`config.mk`:
```
export PLATFORM = sky130hd
export DESIGN_NAME = bqeq_cell
export DESIGN_NICKNAME = d
export VERILOG_FILES = /design/src/hdl/bqeq_pkg.sv /design/src/hdl/bqeq_cell.sv
export SDC_FILE = /design/constraint.sdc
export NUM_CORES = 2
export LEC_CHECK = 0
export BUFFER_PORTS_ARGS = -buffer_cell sky130_fd_sc_hd__buf_2
export CAP_MARGIN = 10
export CORE_MARGIN = 1.5
export CORE_UTILIZATION = 50
export CTS_CLUSTER_SIZE = 10
export DETAILED_ROUTE_END_ITERATION = 6
export GPL_TIMING_DRIVEN = 0
export PLACE_DENSITY_LB_ADDON = 0.25
export SYNTH_ARGS = -nofsm -noshare
export SYNTH_HDL_FRONTEND = slang
export SYNTH_SLANG_ARGS = --single-unit
```
`constraint.sdc`:
```
create_clock -name clk_i -period 9.8 [get_ports clk_i]
set_input_delay 0.49 -clock clk_i [delete_from_list [all_inputs] [get_ports clk_i]]
set_output_delay 0.49 -clock clk_i [all_outputs]
set_load 0.05 [all_outputs]
```
`src/hdl/bqeq_pkg.sv`:
```
// ============================================================================
// Biquad equalizer package
// Shared types, codes and constants of the biquad cascade equalizer.
// ============================================================================
package bqeq_pkg;

  // Default sizes of the cascade.
  localparam int BANDS_DEF    = 7;
  localparam int CHANNELS_DEF = 2;

  // Widths fixed by the word formats.
  localparam int CFG_IDX_W = 8;
  localparam int CFG_DAT_W = 32;
  localparam int COEF_W    = 32;
  localparam int SIG_W     = 32;
  localparam int PCM_W     = 16;
  localparam int ACC_W     = 40;
  localparam int NSLOT     = 5;

  // Reset value of the preamp gain, unity in Q4.12.
  localparam logic [15:0] GAIN_UNITY = 16'd4096;

  // Input word modes. The last one is unused and the word is dropped.
  localparam logic [1:0] MODE_SAMPLE = 2'd0;
  localparam logic [1:0] MODE_COEF   = 2'd1;
  localparam logic [1:0] MODE_CLEAR  = 2'd2;
  localparam logic [1:0] MODE_NONE   = 2'd3;

  // Configuration register indexes.
  localparam logic [CFG_IDX_W-1:0] CFG_ENABLE = 8'd0;
  localparam logic [CFG_IDX_W-1:0] CFG_GAIN   = 8'd1;

  // Controller states.
  typedef enum logic [1:0] {
    ST_IDLE,
    ST_PRE,
    ST_RUN,
    ST_OUT
  } state_e;

  // Coefficient write and history clear broadcast to every cell.
  typedef struct packed {
    logic                     we;
    logic [2:0]               band;
    logic [2:0]               slot;
    logic signed [COEF_W-1:0] value;
    logic                     clear;
  } cell_ctrl_t;

endpackage

```
`src/hdl/bqeq_cell.sv`:
```
// ============================================================================
// Biquad cell
// One direct-form-1 band: holds its five coefficients and the history of
// every channel, runs five products through one multiplier and hands the
// band output to the next cell.
// ============================================================================
module bqeq_cell #(
  parameter int CHANNELS = bqeq_pkg::CHANNELS_DEF,
  parameter int CH_W     = 1,
  parameter int IDX      = 0
) (
  input  logic                                clk_i,
  input  logic                                rst_ni,
  input  bqeq_pkg::cell_ctrl_t                ctrl_i,
  input  logic                                start_i,
  input  logic signed [bqeq_pkg::SIG_W-1:0]   y_i,
  input  logic [CH_W-1:0]                     ch_i,
  output logic                                done_o,
  output logic signed [bqeq_pkg::SIG_W-1:0]   y_o,
  output logic [CH_W-1:0]                     ch_o,
  output logic                                busy_o
);
  import bqeq_pkg::*;

  localparam logic [2:0] LAST_PROD = 3'd4;
  localparam logic [2:0] SAT_STEP  = 3'd6;

  logic signed [COEF_W-1:0] coef_q [NSLOT];
  logic signed [SIG_W-1:0]  hist_q [CHANNELS][4];
  logic                     busy_q;
  logic [2:0]               cnt_q;
  logic signed [SIG_W-1:0]  yin_q;
  logic [CH_W-1:0]          ch_q;
  logic signed [63:0]       prod_q;
  logic                     sub_q;
  logic                     pv_q;
  logic signed [ACC_W-1:0]  acc_q;
  logic                     done_q;
  logic signed [SIG_W-1:0]  yout_q;

  logic signed [SIG_W-1:0]  op;
  logic signed [COEF_W-1:0] cf;
  logic signed [35:0]       sh;
  logic signed [ACC_W-1:0]  acc_d;
  logic signed [SIG_W-1:0]  sat;

  // Operand and coefficient of the current product.
  always_comb begin
    case (cnt_q)
      3'd0:    op = yin_q;
      3'd1:    op = hist_q[ch_q][0];
      3'd2:    op = hist_q[ch_q][1];
      3'd3:    op = hist_q[ch_q][2];
      3'd4:    op = hist_q[ch_q][3];
      default: op = '0;
    endcase
    cf = (cnt_q <= LAST_PROD) ? coef_q[cnt_q] : '0;
  end

  // Floor shift of the registered product and accumulation.
  always_comb begin
    sh    = prod_q[63:28];
    acc_d = acc_q;
    if (pv_q) begin
      if (sub_q) begin
        acc_d = acc_q - {{(ACC_W-36){sh[35]}}, sh};
      end else begin
        acc_d = acc_q + {{(ACC_W-36){sh[35]}}, sh};
      end
    end
  end

  // Saturation of the band sum to the signal format.
  always_comb begin
    if (acc_q > ACC_W'(64'sh7FFF_FFFF)) begin
      sat = 32'sh7FFF_FFFF;
    end else if (acc_q < -ACC_W'(64'sh8000_0000)) begin
      sat = -32'sh7FFF_FFFF - 32'sd1;
    end else begin
      sat = acc_q[SIG_W-1:0];
    end
  end

  // Coefficient storage, written by broadcast.
  always_ff @(posedge clk_i) begin
    if (ctrl_i.we && (32'(ctrl_i.band) == IDX) && (ctrl_i.slot < 3'(NSLOT))) begin
      coef_q[ctrl_i.slot] <= ctrl_i.value;
    end
  end

  // Datapath registers.
  always_ff @(posedge clk_i) begin
    if (start_i) begin
      yin_q <= y_i;
      ch_q  <= ch_i;
    end
    prod_q <= cf * op;
    sub_q  <= (cnt_q >= 3'd3);
    acc_q  <= start_i ? '0 : acc_d;
    if (busy_q && cnt_q == SAT_STEP) begin
      yout_q <= sat;
    end
  end

  // Sequencing and history. A clear takes the place of a history update.
  always_ff @(posedge clk_i or negedge rst_ni) begin
    if (!rst_ni) begin
      busy_q <= 1'b0;
      cnt_q  <= '0;
      pv_q   <= 1'b0;
      done_q <= 1'b0;
      for (int c = 0; c < CHANNELS; c++) begin
        for (int k = 0; k < 4; k++) begin
          hist_q[c][k] <= '0;
        end
      end
    end else begin
      pv_q   <= busy_q && (cnt_q <= LAST_PROD);
      done_q <= 1'b0;
      if (start_i) begin
        busy_q <= 1'b1;
        cnt_q  <= '0;
      end else if (busy_q) begin
        if (cnt_q == SAT_STEP) begin
          busy_q <= 1'b0;
          done_q <= 1'b1;
          if (!ctrl_i.clear) begin
            hist_q[ch_q][1] <= hist_q[ch_q][0];
            hist_q[ch_q][0] <= yin_q;
            hist_q[ch_q][3] <= hist_q[ch_q][2];
            hist_q[ch_q][2] <= sat;
          end
        end
        cnt_q <= cnt_q + 3'd1;
      end
      if (ctrl_i.clear) begin
        for (int c = 0; c < CHANNELS; c++) begin
          for (int k = 0; k < 4; k++) begin
            hist_q[c][k] <= '0;
          end
        end
      end
    end
  end

  assign done_o = done_q;
  assign y_o    = yout_q;
  assign ch_o   = ch_q;
  assign busy_o = busy_q;

`ifndef SYNTHESIS
  a_start_idle: assert property (@(posedge clk_i) disable iff (!rst_ni)
    start_i |-> !busy_q) else $error("cell started while busy");
  a_start_busy: assert property (@(posedge clk_i) disable iff (!rst_ni)
    start_i |=> busy_q) else $error("cell did not start");
  a_done_free: assert property (@(posedge clk_i) disable iff (!rst_ni)
    done_o |-> !busy_q && $past(cnt_q) == SAT_STEP) else $error("early done");
`endif

endmodule

```
==> Word-level counts from Yosys, hierarchy flattened <==
Memory sizes are Yosys's and may differ from the RTL's.
Index checks and enable logic that the tools add are counted.
{ "totals": {"elab_cells": 82, "register_bits": 432, "mem_count": 1, "inputBits": 76, "mem_bits_rw": 160, "out_inout_bits": 35} }
{ "mem_list": {"columns": ["memory", "words", "word_bits", "rd", "rd_ports_with_merged_regs", "wr", "line_no", "text"], "rows": [
  ["coef_q", 5, 32, 1, 0, 1, "bqeq_cell.sv:28", "logic signed [COEF_W-1:0] coef_q [NSLOT];"]
]} }
{ "classes": {"n_bitwise": 1, "mux": 34, "addsub": 3, "magnitude_cmp": 7, "mul": 1, "n_reduce_logical": 11, "n_eq_ne": 6} }
{ "op_table": {"columns": ["operator", "n"], "rows": [
  ["256-bit bitwise mux", 4],
  ["256-bit 2-to-1 mux", 4],
  ["128-bit demux with 1-bit select", 4],
  ["128-bit 2-to-1 mux", 4],
  ["32-bit case mux with 5 select lines", 1],
  ["32-bit 2-to-1 mux", 4],
  ["96-bit 2-to-1 mux", 1],
  ["32-bit by 32-bit multiplier with 64-bit output", 1],
  ["64-bit 2-to-1 mux", 1],
  ["40-bit adder", 1],
  ["40-bit by 32-bit greater-than comparator with 1-bit output, second input constant", 1],
  ["40-bit by 32-bit < comparator with 1-bit output, second input constant", 1],
  ["40-bit 2-to-1 mux", 1],
  ["40-bit subtractor", 1],
  ["1-bit 2-to-1 mux", 8],
  ["3-bit by 2-bit == test with 1-bit output, second input constant", 2],
  ["3-bit == test, second input constant", 2],
  ["3-bit zero test", 2],
  ["3-bit 2-to-1 mux", 2],
  ["2-bit nonzero test", 3],
  ["1-bit logical AND", 5],
  ["3-bit by 1-bit adder with 3-bit output, second input constant", 1],
  ["3-bit by 1-bit == test with 1-bit output, second input constant", 1],
  ["3-bit by 2-bit greater-or-equal comparator with 1-bit output, second input constant", 1],
  ["7 further kinds", 7]
]} }

==> Logic depth before layout (Yosys ltp) <==
{ "logic_depth": {"word_depth": 13, "depth_mapped": 39, "ltp_nobuf": 35} }

==> Worst setup path before layout <==
No wires, ideal clock.
{ "synth_timing": {"kind": "register to register", "startpoint": "register cnt_q[0]", "endpoint": "register prod_q[62]", "n_path_buf": 5, "slack_ns": -0.332, "synth_period_minus_slack_ns": 10.132, "path_stages_with_launch": 36, "arrival_time_ns": 10.010, "path_cell_list": "dfrtp_1 > buf_4 > buf_1 > inv_1 > ha_1 > nor2b_1 > clkbuf_1 > clkbuf_1 > a22oi_1 > a21o_1 > nand3_1 > clkbuf_1 > nand2_1 > fa_1 > fa_1 > fa_1 > inv_1 > fa_1 > inv_1 > fa_1 > fa_1 > fa_1 > fa_1 > inv_1 > ha_1 > a21o_1 > a21o_1 > a21o_1 > a21o_1 > a21oi_1 > o21bai_1 > a21oi_1 > o31ai_4 > a21oi_2 > nor3_1 > a311o_1"} }
{ "synth_between": {"elab_chain_len": 3, "word_cells_on_any_way": 10} }
{ "synth_rtl": {"columns": ["item", "line_no", "text"], "rows": [
  ["start, declared", "bqeq_cell.sv:31", "logic [2:0] cnt_q;"],
  ["start signal, assigned", "bqeq_cell.sv:134", "cnt_q <= cnt_q + 3'd1;"],
  ["3-bit <= comparator, or another cell as far along", "bqeq_cell.sv:57", "cf = (cnt_q <= LAST_PROD) ? coef_q[cnt_q] : '0;"],
  ["32-bit 2-to-1 mux or 32-bit case mux with 5 select lines (tied branches)", "bqeq_cell.sv:57, bqeq_cell.sv:49", null],
  ["32-bit by 32-bit multiplier with 64-bit output *", "bqeq_cell.sv:97", "prod_q <= cf * op;"],
  ["end signal, assigned", "bqeq_cell.sv:97", null],
  ["end, declared", "bqeq_cell.sv:34", "logic signed [63:0] prod_q;"]
]} }
Mark *: on every way between the ends. The rest lies on a longest branch, timed or not.
A chain may end at the register's enable or synchronous reset.

==> Worst setup path after layout <==
{ "layout_timing": {"startpoint": "register cnt_q[0]", "endpoint": "register prod_q[37]"} }
Same word-level chain as after synthesis.

==> impl_metrics.env <==
export IMPL_run_status="finished with violations"
export IMPL_violations="negative setup slack"
export IMPL_synth_fa_ha_area_frac=0.4128
export IMPL_drive_gt1_frac=0.1317
export IMPL_critPathMaxStageDelay_ns=0.58
export IMPL_tritoncts="done"
export IMPL_cts_clk_slew_worst_paths_ns=0.06
export IMPL_slew_headroom=0.2074
export IMPL_yosysUniqueCellTypes=88
export IMPL_holdCritPathClass="input port to register"
export IMPL_final_area_um2=67270
export IMPL_holdCritStartpoint="y_i[17]"
export IMPL_h_tree_depth=3
export IMPL_synthMuxAreaShare=0.02784
export IMPL_synth_cells=5840
export IMPL_post_place_ws_ns=-3.920
export IMPL_initial_core_util=0.5035
export IMPL_gp_congestion=1.125
export IMPL_die_y_um=347.4
export IMPL_hpwlAfterDp_um=171400
export IMPL_dieArea_um2=120700
export IMPL_crit_path_end_kind="register"
export IMPL_synth_commonest_cells="inv_1, fa_1, nand2_1"
export IMPL_synth_seq_cells=564
export IMPL_synthTopCellsByArea="fa_1, edfxtp_1, dfrtp_1"
export IMPL_rsz0062_at_grt="true"
export IMPL_r2r_setup_slack_ns=-0.14
export IMPL_grt_start_max_net_pins=121
export IMPL_tightest_slew_ns=1.172
export IMPL_drt_wl_total_um=219300
export IMPL_dr_pass1_iters=6
export IMPL_maxCapViolations=0
export IMPL_cts_buffers=68
export IMPL_yosysMostFrequentCell="inv_1"
export IMPL_drc=0
export IMPL_core_area_um2=117800
export IMPL_pin_count=111
export IMPL_grt_total_usage=0.3689
export IMPL_critPathKind="register to register"
export IMPL_slowest_stage="a21boi_4"
export IMPL_min_path_cells=1
export IMPL_cp_start_kind="register"
export IMPL_r2r_cells=36
export IMPL_crit_path_frequent_cell="fa_1"
export IMPL_grt_pass1_wl_um=319700
export IMPL_synth_top_family_by_area="adder cells"
export IMPL_synth_edff_count=225
export IMPL_grt_pass1_vias=47300
export IMPL_synth_nets=7223
export IMPL_io_buffers=110
export IMPL_rows=126
export IMPL_finalCriticalPeriod_ns=9.942
export IMPL_rr_startpoint="cnt_q[0]"
export IMPL_yosys_warnings=0
export IMPL_via_per_inst=6.012
export IMPL_maxSlewViolCount=0
export IMPL_worstReg2RegEnd="prod_q[37]"
export IMPL_synth_largest_area_cell="fa_1"
export IMPL_ys_seq_area_frac=0.2505
export IMPL_cp_max_fo=10
export IMPL_wire_per_inst_um=28.39
export IMPL_drtIter0Drc=5602
export IMPL_hold_viol=0
export IMPL_worst_ep_required_time_ns=10.28
export IMPL_synth_top_area_frac=0.3653
export IMPL_cts_root_buf="clkbuf_16"
export IMPL_synthFlopType="dfrtp_1"
export IMPL_antenna_found_initial=26
export IMPL_area_growth_pct=13.47
export IMPL_fmax_mhz=100.6
export IMPL_syn_area_um2=59290
export IMPL_fin_skew_ns=0.03032
export IMPL_cts_num_sinks=564
export IMPL_ant_nets=0
export IMPL_vias=46430
export IMPL_placed_cell_area_um2=62180
export IMPL_hold_end="yin_q[17]"
export IMPL_synth_xor_area_frac=0.01654
export IMPL_syn_area_per_cell_um2=10.15
export IMPL_n_fill_cell=10038
export IMPL_cp_arrival_ns=10.42
export IMPL_setup_violations_final=14
export IMPL_grt_overflow_total=0
export IMPL_async_flop_share=0.4645
export IMPL_final_period_utilization=1.015
export IMPL_synth_simple_gate_area_share=0.1051
export IMPL_final_setup_worst_slack_ns=-0.1421
export IMPL_synth_compound_area_share=0.09699
export IMPL_nets=7511
export IMPL_cts_buffer_depth=3
export IMPL_clock_latency_ns=0.63
export IMPL_die_w_um=347.4
[layout by cell type, fill, tap and decap left out, types with 26 or more instances in the layout]
master     count
a21o_1        58
a21oi_1      140
a221oi_1      34
a22o_1       199
a22oi_1       36
a31oi_1       54
buf_2        125
buf_4        109
buf_6         26
clkbuf_1     134
clkbuf_16     75
clkbuf_2      54
clkbuf_4      40
dfrtp_1      260
dfxtp_1       77
edfxtp_1     225
fa_1        1072
ha_1         207
inv_1       1098
mux2_2        31
mux2i_1       53
mux4_2        32
nand2_1      676
nand2b_1      28
nand3_1       45
nor2_1       564
o211ai_1      38
o21ai_0       98
xnor2_1       78
[worst max-delay path: cells and delay by family (launching register included)]
family                   cells  cell delay, ns
AO/OA/AOI/OAI               10            2.20
XOR/XNOR                     1            0.43
adder cells (fa/ha/maj)     10            4.51
buffers and inverters       10            1.47
flip-flops                   1            0.42
AND/OR/NAND/NOR              5            0.74
[cell type report]
| type | count | area [um^2] | share of cell area |
|---|---|---|---|
| buffer | 287 | 2071 | 0.03078 |
| clock buffer | 106 | 1876 | 0.02788 |
| multi-input combinational | 3859 | 40300 | 0.5990 |
| sequential | 564 | 14860 | 0.2208 |
| antenna | 14 | 35.03 | 0.0005208 |
| timing repair buffer | 243 | 1914 | 0.02846 |
| clock inverter | 9 | 137.6 | 0.002046 |
| tap | 1536 | 1922 | 0.02857 |
| inverter | 1105 | 4163 | 0.06188 |
[layer usage]
layer | wire length [um] | GRT usage | vias up
li1 | - | - | 19005
met1 | 79680 | 0.4697 | 23649
met2 | 91740 | 0.5286 | 2962
met3 | 29030 | 0.1362 | 802
met4 | 18740 | 0.2419 | 12
met5 | 80 | 0 | -
[cells by family (layout without fill, tap and decap cells)]
group                      Yosys count  in the layout
buffers and inverters             1417           1750
muxes                              120            120
and+or+nand+nor                   1511           1511
other                                0             14
AOI/OAI and AO/OA                  809            809
adders and majority gates         1307           1307
DFF                                564            564
xor gates and xnor gates           112            112
[timing repair]
| action | in CTS | in global routing |
|---|---|---|
| setup endpoints to repair | 36 | 32 |
| hold buffers | 1 | 0 |
| cloned | 0 | 1 |
| pin swaps | 40 | 61 |
| hold endpoints to repair | 71 | 0 |
| resized for setup | 539 | 173 |
| setup buffers | 59 | 47 |
[through the flow]
step	setup TNS (ns)	utilization	hold WS (ns)	instances
6_report	-0.7369	0.5712	0.03437	7723
5_1_grt	-2.214	0.5710	0.02083	7712
4_1_cts	0	0.5627	0.02004	7665
3_5_place_dp	-124.45	0.5280	0.4885	7510
3_3_place_gp	-126.40	0.5246	0.4819	7486
2_1_floorplan	0	-	0.1944	5840
[flip-flops by register name (all words and copies together) (netlist names)]
name,count
acc_q,40
sub_q,1
coef_q,160
busy_o,1
hist_q,256
prod_q,36
yin_q,32
cnt_q,3
ch_o,1
y_o,32
done_o,1
pv_q,1
[worst max path at each step]
stage          startpoint         end  slack (ns)  cells past startpoint
6_report         cnt_q[0]  prod_q[37]       -0.14                     36
5_1_grt          cnt_q[0]  prod_q[55]       -0.24                     37
4_1_cts          cnt_q[0]  prod_q[40]      0.0001                     35
3_5_place_dp     cnt_q[0]  prod_q[40]       -3.92                     34
3_3_place_gp     cnt_q[0]  prod_q[40]       -4.01                     31
2_1_floorplan    cnt_q[0]  prod_q[62]        0.02                     35
Power is left out: the tool's default activity adds up to more than one toggle a clock period on the data nets, which glitch-free logic cannot reach.
